===== src/rtl/rbes_pkg.sv =====
// shared types and constants for the rigid body euler step block
// no dependencies; used by every rtl file except the assertion macro header
`timescale 1ns / 1ps

package rbes_pkg;

   typedef enum logic [1:0] {
      OP_STEP     = 2'd0,
      OP_LOAD_LIN = 2'd1,
      OP_LOAD_ANG = 2'd2
   } op_type;

   localparam logic [2:0] CSR_INV_MASS    = 3'd0;
   localparam logic [2:0] CSR_INV_INERTIA = 3'd1;
   localparam logic [2:0] CSR_GRAVITY     = 3'd2;
   localparam logic [2:0] CSR_MODE        = 3'd3;
   localparam logic [2:0] CSR_SPEED_LIMIT = 3'd4;
   localparam logic [2:0] CSR_TIME_LIMIT  = 3'd5;

   localparam int unsigned CSR_DATA_W = 48;

   localparam logic [15:0] INV_MASS_RESET    = 16'h0100;
   localparam logic [47:0] INV_INERTIA_RESET = 48'h0100_0100_0100;
   localparam logic [47:0] GRAVITY_RESET     = 48'h0;
   localparam logic [2:0]  MODE_RESET        = 3'b111;
   localparam logic [15:0] SPEED_LIMIT_RESET = 16'h0;
   localparam logic [23:0] TIME_LIMIT_RESET  = 24'h0;

   localparam int unsigned MODE_DYNAMIC = 0;
   localparam int unsigned MODE_GRAVITY = 1;
   localparam int unsigned MODE_SLEEP   = 2;

   localparam logic [23:0]        TIMER_MAX  = 24'hFF_FFFF;
   localparam logic signed [49:0] ROUND_HALF = 50'sd8388608;

   localparam logic [1:0] AXIS_FIRST = 2'd0;
   localparam logic [1:0] AXIS_LAST  = 2'd2;

   typedef enum logic [2:0] {
      ST_IDLE,
      ST_START,
      ST_ACCEL,
      ST_APPLY,
      ST_SQUARE,
      ST_DECIDE,
      ST_DONE
   } state_type;

   typedef struct packed {
      logic [1:0]         operation;
      logic signed [15:0] vec_x;
      logic signed [15:0] vec_y;
      logic signed [15:0] vec_z;
      logic signed [15:0] torque_x;
      logic signed [15:0] torque_y;
      logic signed [15:0] torque_z;
      logic [15:0]        time_step;
   } req_payload_type;

   typedef struct packed {
      logic signed [15:0] lin_vel_x;
      logic signed [15:0] lin_vel_y;
      logic signed [15:0] lin_vel_z;
      logic signed [15:0] ang_vel_x;
      logic signed [15:0] ang_vel_y;
      logic signed [15:0] ang_vel_z;
      logic               asleep;
   } rsp_payload_type;

   typedef struct packed {
      logic       capture;
      logic       start;
      logic       accel;
      logic       apply;
      logic       square;
      logic       decide;
      logic       finish;
      logic [1:0] axis;
   } dp_cmd_type;

   typedef struct packed {
      logic is_step;
      logic integrate;
      logic out_free;
   } dp_status_type;

endpackage


===== src/rtl/rbes_ctrl.sv =====
// controller state machine for the rigid body euler step block
// depends on rbes_pkg; drives commands to rbes_datapath
`timescale 1ns / 1ps

module rbes_ctrl (
   input  logic                  clock,
   input  logic                  reset,
   input  logic                  req_valid,
   output logic                  req_stall,
   input  rbes_pkg::dp_status_type status,
   output rbes_pkg::dp_cmd_type    cmd
);

   rbes_pkg::state_type state_ff, state_in;
   logic [1:0]          axis_ff, axis_in;

   always_ff @(posedge clock) begin
      if (reset) begin
         state_ff <= rbes_pkg::ST_IDLE;
         axis_ff  <= rbes_pkg::AXIS_FIRST;
      end else begin
         state_ff <= state_in;
         axis_ff  <= axis_in;
      end
   end

   // next state
   always_comb begin
      state_in = state_ff;
      axis_in  = axis_ff;
      case (state_ff)
         rbes_pkg::ST_IDLE: begin
            if (req_valid) begin
               state_in = rbes_pkg::ST_START;
            end
         end
         rbes_pkg::ST_START: begin
            axis_in = rbes_pkg::AXIS_FIRST;
            if (!status.is_step) begin
               state_in = rbes_pkg::ST_DONE;
            end else if (status.integrate) begin
               state_in = rbes_pkg::ST_ACCEL;
            end else begin
               state_in = rbes_pkg::ST_SQUARE;
            end
         end
         rbes_pkg::ST_ACCEL: begin
            state_in = rbes_pkg::ST_APPLY;
         end
         rbes_pkg::ST_APPLY: begin
            if (axis_ff == rbes_pkg::AXIS_LAST) begin
               state_in = rbes_pkg::ST_SQUARE;
               axis_in  = rbes_pkg::AXIS_FIRST;
            end else begin
               state_in = rbes_pkg::ST_ACCEL;
               axis_in  = axis_ff + 2'd1;
            end
         end
         rbes_pkg::ST_SQUARE: begin
            if (axis_ff == rbes_pkg::AXIS_LAST) begin
               state_in = rbes_pkg::ST_DECIDE;
               axis_in  = rbes_pkg::AXIS_FIRST;
            end else begin
               axis_in = axis_ff + 2'd1;
            end
         end
         rbes_pkg::ST_DECIDE: begin
            state_in = rbes_pkg::ST_DONE;
         end
         rbes_pkg::ST_DONE: begin
            if (status.out_free) begin
               state_in = rbes_pkg::ST_IDLE;
            end
         end
         default: begin
            state_in = rbes_pkg::ST_IDLE;
         end
      endcase
   end

   // outputs
   always_comb begin
      cmd       = '0;
      cmd.axis  = axis_ff;
      req_stall = 1'b1;
      case (state_ff)
         rbes_pkg::ST_IDLE: begin
            // nothing is taken while reset is high
            req_stall   = reset;
            cmd.capture = req_valid && !reset;
         end
         rbes_pkg::ST_START: begin
            cmd.start = 1'b1;
         end
         rbes_pkg::ST_ACCEL: begin
            cmd.accel = 1'b1;
         end
         rbes_pkg::ST_APPLY: begin
            cmd.apply = 1'b1;
         end
         rbes_pkg::ST_SQUARE: begin
            cmd.square = 1'b1;
         end
         rbes_pkg::ST_DECIDE: begin
            cmd.decide = 1'b1;
         end
         rbes_pkg::ST_DONE: begin
            cmd.finish = status.out_free;
         end
         default: begin
            cmd.axis = rbes_pkg::AXIS_FIRST;
         end
      endcase
   end

endmodule


===== config.mk =====
export PLATFORM = sky130hd
export DESIGN_NAME = rbes_ctrl
export DESIGN_NICKNAME = d
export VERILOG_FILES = /design/src/rtl/rbes_pkg.sv /design/src/rtl/rbes_ctrl.sv
export SDC_FILE = /design/constraint.sdc
export NUM_CORES = 1
export LEC_CHECK = 0
export BUFFER_PORTS_ARGS = -buffer_cell sky130_fd_sc_hd__clkbuf_2
export CAP_MARGIN = 30
export CORE_MARGIN = 4
export CORE_UTILIZATION = 25
export DETAILED_ROUTE_END_ITERATION = 8
export GPL_TIMING_DRIVEN = 0
export PLACE_DENSITY = 0.57
export SETUP_SLACK_MARGIN = 0.2
export SLEW_MARGIN = 30
export SYNTH_ARGS = -nofsm -noshare
export SYNTH_HDL_FRONTEND = slang
export SYNTH_SLANG_ARGS = --single-unit

===== constraint.sdc =====
create_clock -name clock -period 2.9 [get_ports clock]
set_input_delay 0.29 -clock clock [delete_from_list [all_inputs] [get_ports clock]]
set_output_delay 0.29 -clock clock [all_outputs]
set_load 0.005 [all_outputs]

**After elaboration in Yosys (flattened, before gate mapping)**

Cells that the tools add are included.

- $add $sub $neg: 1
- Equal/unequal tests: 10
- Muxes and demuxes: 18
- Reduce and logical (&&, ||, !) cells: 7

Operators by type and width:

| cell | number |
|---|---|
| 3-bit case mux with 7 select lines | 1 |
| 3-bit two-way mux | 6 |
| 3-bit equality test (second input constant) | 3 |
| 1-bit two-way mux | 8 |
| 7-bit OR reduction | 1 |
| 3-bit by 2-bit equality test with 1-bit output (second input constant) | 2 |
| 2-bit != test (second input constant) | 3 |
| 2-bit two-way mux | 2 |
| 2-bit case mux with 2 select lines | 1 |
| 3-bit by 1-bit equality test with 1-bit output (second input constant) | 1 |
| 3-bit zero test | 1 |
| 3-bit AND reduction | 1 |
| 2-bit by 1-bit adder with 2-bit output (second input constant) | 1 |
| 2-bit equality test (second input constant) | 1 |
| 2-bit nonzero test | 1 |
| 2-bit OR reduction | 1 |
| 1-bit logical AND | 1 |
| 1-bit zero test | 1 |

- Register bits: 5
- Bits of input ports: 6
- Output and inout port bits: 10
- Logic and storage cells: 38

**Longest topological paths before layout**

Gate-level depths: netlist of the first run.

- Depth in word-level cells: 3
- Depth in mapped cells: 5
- Mapped depth without buffers: 4

**Worst setup path before layout of the first run**

OpenSTA, ideal clock, no wires.

- Kind: flip-flop to output port
- Start point: reg state_ff[2]
- End point: out cmd[8] in the netlist's numbering
- Arrival: 1.052 ns
- Required time: 2.610 ns
- Path slack: 1.558 ns
- Cell stages (with the launch flop): 4
- Buffers on the path: 1
- Path through: dfxtp_1 > buf_4 > or4_4 > nor2_1

RTL lines:

| element | line | source |
|---|---|---|
| from (decl) | rbes_ctrl.sv:14 | `rbes_pkg::state_type state_ff, state_in;` |
| from (signal assigned) | rbes_ctrl.sv:19 | `state_ff <= rbes_pkg::ST_IDLE;` |
| from (signal assigned) | rbes_ctrl.sv:22 | `state_ff <= state_in;` |
| to (decl) | rbes_ctrl.sv:11 | `output rbes_pkg::dp_cmd_type cmd` |

==> results of run 1 <==
## per-stage QoR
step                      instances  setup slack, ns  hold slack [ns]  area (µm²)
after floorplan                  50             1.56            0.352         384
after global placement           80             1.46            0.529         478
after detailed placement         80             1.47            0.533         478
after CTS                        84             1.20            0.297         504
after global routing             84             1.08            0.313         504
final                            84             1.22            0.306         504
## cells by family after synthesis
| group | count (synthesis) | synth area share (%) |
|---|---|---|
| AO/OA/AOI/OAI | 13 | 24.4 |
| buffers and inverters | 7 | 8.79 |
| flip-flops | 5 | 26.1 |
| AND/OR/NAND/NOR | 25 | 40.7 |
## layer usage
metal / up-vias / GRT usage, % / routed length (µm)
li1: 219 / - / -
met1: 175 / 11.7 / 454
met2: 15 / 15.4 / 375
met3: 0 / 7.28 / 98
met4: 0 / 0 / 0
met5: - / 0 / 0
## flip-flops by register name, summed over array words and instances (netlist names)
signal and flops:
state_ff 3, axis_ff 2
## power by group through the flow
stage	logic, µW	clock network (µW)	registers (µW)
after floorplan	82.1	0	90.1
after global placement	115	0	94.6
after detailed placement	117	0	94.1
after CTS	118	83.2	92.6
after global routing	130	88.3	95.1
final	116	79.5	92.7
## cells in the final DEF, fill, tap and decap left out, drive strengths merged, types with 2 or more instances in the layout
cell type / netlist / layout
clkbuf: 1 / 20
dfxtp: 5 / 5
nand3: 4 / 4
and2: 3 / 3
nand2: 3 / 3
nand2b: 3 / 3
buf: 3 / 3
o21ai: 3 / 3
a21oi: 3 / 3
nor2b: 2 / 2
inv: 2 / 2
nor3b: 2 / 2
nor2: 2 / 2
a211oi: 2 / 2
## critical path: cells and delay by family, from the launching register on
family | cells | cell delay, ns
buffers and inverters | 2 | 0.26
DFF | 1 | 0.29
and+or+nand+nor | 2 | 0.60
## layout make-up
type / instances / area (µm²)
Buffer: 4 / 21.3
Multi-Input combinational cell: 38 / 250
Fill cell: 159 / 862
Timing Repair Buffer: 15 / 75.1
Tap cell: 15 / 18.8
Clock buffer: 4 / 26.3
Inverter: 3 / 12.5
Sequential cell: 5 / 100
## worst min path at each step
stage / slack (ns) / from / endpoint
floorplan: 0.35 / reset / axis_ff[0]
global placement: 0.53 / axis_ff[0] / axis_ff[0]
detailed placement: 0.53 / axis_ff[0] / axis_ff[0]
CTS: 0.30 / reset / axis_ff[0]
global route: 0.31 / reset / axis_ff[1]
finish: 0.31 / reset / axis_ff[0]
==> flow_summary.toml, run 1 <==
[yosys]
synth_area_leaders = "dfxtp_1 26%, nand3_1 5.2%, and2_1 4.9%, nand2b_1 4.9%, a21oi_2 4.6%"
ys_seq_area_share_pct = 26.1
synth_ff_type = "dfxtp_1"
ys_ff_latch = 5
yosys.cell_count.top_type = "dfxtp_1"
synthTopCellsByCount = "5 x dfxtp_1, 4 x nand3_1, 3 x and2_1, 3 x nand2_1, 3 x nand2b_1"
synth_nets = 56
synthArstFlopShare_pct = 0
syn_inst = 50
netlist_area_um2 = 384
synth_edf_count = 0
ys_warn_count = 0
synth_area_leader_cell = "dfxtp_1"
ys_types = 29
synth_top_area_share_pct = 26.1
avgSynthCellArea_um2 = 7.68

[pwr]
p_sw_share_pct = 34.9
ir_drop_v = 0.000376
power_density_nw_per_um2 = 571
total_leakage_power_uw = 0.000222
seq_power_share_pct = 32.2
power.switching_uw = 101
power.total_uw = 288
internal-power_uw = 187
pwr-share-comb_pct = 40.2
pwr-share-clk_pct = 27.6

[route]
ant_nets = 0
drt-vias-per-instance = 4.87
wire_per_inst_um = 11.0
routed_wl_um = 928
initialDrtViolationCount = 1
dr.pass1.iters = 2
drcViolationCount = 0
vias = 409

[critical_path]
critical_path_required_ns = 2.61
endpoint_kind = "output port"
cp_slowest_cell = "or4_4"
startpoint = "state_ff[2]"
start_kind = "flip-flop"
cp.arrival_ns = 1.39
path_class = "flip-flop to output port"
r2r_setup_slack_ns = 1.74
rr_endpoint = "state_ff[0]"
r2r-start = "state_ff[2]"
path_cells = "buf_4 -> or4_4 -> nor2_1 -> clkbuf_2"
cp_max_fo = 9
endpoint = "cmd[8]"
reg2regPathDepth = 4
critPathMaxStageDelay_ns = 0.51

[cts]
cts.path.max_buffers = 2
h-tree-depth = 1
cts_buffers = 3
clk_pin_slew_ns = 0.04
cts_num_sinks = 5
root_buffer = "clkbuf_4"
post-cts-setup-buffers = 0
insertion_delay_ns = 0.24
cts_resized = 0
hold_buffers = 0
cts_tree = "done"

[placed_design]
gp_congestion = 0.711
dp_hpwl_um = 753
io_buffer_count = 15

[floorplan]
core_region_area_um2 = 1370
die-area_um2 = 2230
start_util_pct = 28.1
top_level_ports = 16
rows = 13
fp.dieH_um = 47.2
die_w_um = 47.2

[global_route]
grt_max_degree = 11
grt_overflow = 0
antenna_found_initial = 0
grt_pass1_vias = 389
grt_pass1_wl_um = 1550
grt.total_usage_pct = 9.88

[timing]
fin_skew_ns = 0.00393
fin_crit_sh_pct = 58.0
timing.fmax_mhz = 595
worstMarginPinSlew_ns = 0.341
drv_slew = 0
rsz0062_at_grt = "no"
setup_violations = 0
period_needed_ns = 1.68
fin_setup_tns_ns = 0
hold_violations = 0
slew_headroom_pct = 77.3

[layout]
nets = 76
synthToLayoutAreaGrowth_pct = 31.3
finish.utilization_pct = 36.9
diodes = 0
drive_gt1_share_pct = 37.7

[flow_run]
maxCapViolations = 0

[status]
status = "complete, no violations"

[worst_hold_path]
hp-class = "primary input to flip-flop"
min_delay_path_depth = 2
Power figures use the tool's default switching activity.
==> run 2: changes to the inputs <==
--- a/config.mk
+++ b/config.mk
@@ -11,7 +11,7 @@
 export CORE_UTILIZATION = 25
 export DETAILED_ROUTE_END_ITERATION = 8
 export GPL_TIMING_DRIVEN = 0
-export PLACE_DENSITY = 0.57
+export PLACE_DENSITY = 0.59
 export SETUP_SLACK_MARGIN = 0.2
 export SLEW_MARGIN = 30
 export SYNTH_ARGS = -nofsm -noshare
==> constraint.sdc (replaced) <==
create_clock -name clock -period 1.4 [get_ports clock]
set_input_delay 0.14 -clock clock [delete_from_list [all_inputs] [get_ports clock]]
set_output_delay 0.14 -clock clock [all_outputs]
set_load 0.005 [all_outputs]
==> run 2 against run 1 <==
The run now ends with setup timing left. Sequential cell count unchanged. Final cell count up 7.1%. Non-clock buffer count grew 6. Setup slack got worse by 1.3 ns. Clock power is 120% higher. Count of clock-buffer cells in the layout is the same. Die area stayed put. Sequential power grew 120%. Highest routed layer unchanged.
==> flow_summary.toml, run 2 (same netlist as run 1, synthesis figures left out) <==
[route]
drcViolationCount = 0
vias = 463
initialDrtViolationCount = 4
dr.pass1.iters = 2
ant_nets = 0
drt-vias-per-instance = 5.14
wire_per_inst_um = 13.4
routed_wl_um = 1210

[floorplan]
fp.dieH_um = 47.2
top_level_ports = 16
die-area_um2 = 2230
start_util_pct = 28.1
die_w_um = 47.2
rows = 13
core_region_area_um2 = 1370

[global_route]
grt_overflow = 0
grt_pass1_wl_um = 1950
grt_pass1_vias = 442
antenna_found_initial = 0
grt.total_usage_pct = 12.4
grt_max_degree = 11

[layout]
design_area_um2 = 631
diodes = 0
largestRegisters = "state_ff x3, axis_ff x2"
regArea_um2 = 105
num-fill-cells = 145
top_register = "state_ff"
drive_gt1_share_pct = 60.0
largest_reg_flops = 3
final_cell_mix = "12 x clkbuf_2, 5 x buf_4, 4 x buf_2"
final-instance-count-excl-fill = 90
multi_input_area_um2 = 298
nets = 82
synthToLayoutAreaGrowth_pct = 64.2
final_common_cell = "clkbuf_2"

[timing]
drv_slew = 0
setup_slack_ns = -0.101
period_needed_ns = 1.50
slew_headroom_pct = 81.1
timing.fmax_mhz = 666
setup_violations = 4
worstMarginPinSlew_ns = 0.279
fin_crit_sh_pct = 107
fin_setup_tns_ns = -0.237
rsz0062_at_grt = "yes"
fin_skew_ns = 0.000811
hold_violations = 0

[critical_path]
endpoint_kind = "output port"
path_class = "flip-flop to output port"
cp_max_fo = 4
start_kind = "flip-flop"
cp.arrival_ns = 1.36
critical_path_required_ns = 1.26

[cts]
cts_tree = "done"
clk_pin_slew_ns = 0.05
h-tree-depth = 1
root_buffer = "clkbuf_4"
hold_buffers = 0
cts_num_sinks = 5
cts.path.max_buffers = 2
insertion_delay_ns = 0.24
cts_buffers = 3

[worst_hold_path]
hp-class = "primary input to flip-flop"

[placed_design]
postPlaceCellArea_um2 = 478
io_buffer_count = 15
gp_congestion = 0.725
post-place-cells = 80
dp_hpwl_um = 751

[status]
violations = "setup timing"
status = "finished, violations left"

[flow_run]
maxCapViolations = 0

[pwr]
power_density_nw_per_um2 = 1130
ir_drop_v = 0.000439
total_leakage_power_uw = 0.000276
## run 2: changes by cell type in the layout (fill, tap and decap cells not counted), moves of 2 or more
cell	delta
clkbuf_2	-3
buf_8	+2
dfxtp_1	-2
buf_2	+2
buf_4	+4
nand3_1	-3
buf_6	+2
nand3_2	+3
nor3b_1	-2
## run 2: path summary, 6_finish.rpt
path,start,endpoint,slack [ns],depth (start not counted)
worst max-delay path,state_ff[2],cmd[4],-0.10,5
worst min-delay path,reset,axis_ff[1],0.16,2
worst max register to register,state_ff[2],axis_ff[0],0.07,6
worst min register to register,axis_ff[0],axis_ff[0],0.54,2
## run 2: worst max-delay path: stages, from the launching register on
cell and delay, ns:
dfxtp_1 0.32, buf_6 0.09, buf_4 0.13, or3b_4 0.40, clkinv_2 0.08, clkbuf_2 0.11
## run 2: layout make-up
cell class	count	area share, %
inverters	3	1.98
plain buffers	4	7.34
repair buffers	21	19.6
flip-flops and latches	5	16.7
clock buffers	4	4.17
well taps	15	2.98
multi-input cells	38	47.2
## run 2: timing repair
| action | CTS | global route |
|---|---|---|
| gates resized for setup | 14 | 13 |
| buffers inserted | 6 | 0 |
| gates cloned | 0 | 0 |
| setup endpoints to repair | 10 | 15 |
| pin swaps | 6 | 4 |
## run 2: power by group
group	switching (µW)	internal [µW]	leakage, µW
Clock	63.4	108	0.0000150
Sequential	34.1	170	0.0000419
Combinational	165	174	0.000220
## run 2: routing by layer
layer | up-vias | routed length (µm) | track usage (%)
met5 | - | 0 | 0
met3 | 0 | 73 | 4.60
met1 | 216 | 528 | 15.1
li1 | 233 | - | -
met4 | 0 | 0 | 1.66
met2 | 14 | 604 | 21.1
## run 2: metrics by stage
stage / utilization (%) / power [µW] / worst slack (ns) / hold slack (ns)
finish: 46.2 / 715 / -0.101 / 0.164
detailed placement: 35.0 / 438 / 0.0861 / 0.406
CTS: 43.9 / 682 / -0.156 / 0.145
global placement: 35.0 / 435 / 0.115 / 0.404
global route: 46.2 / 766 / -0.135 / 0.148
floorplan: - / 357 / 0.208 / 0.202
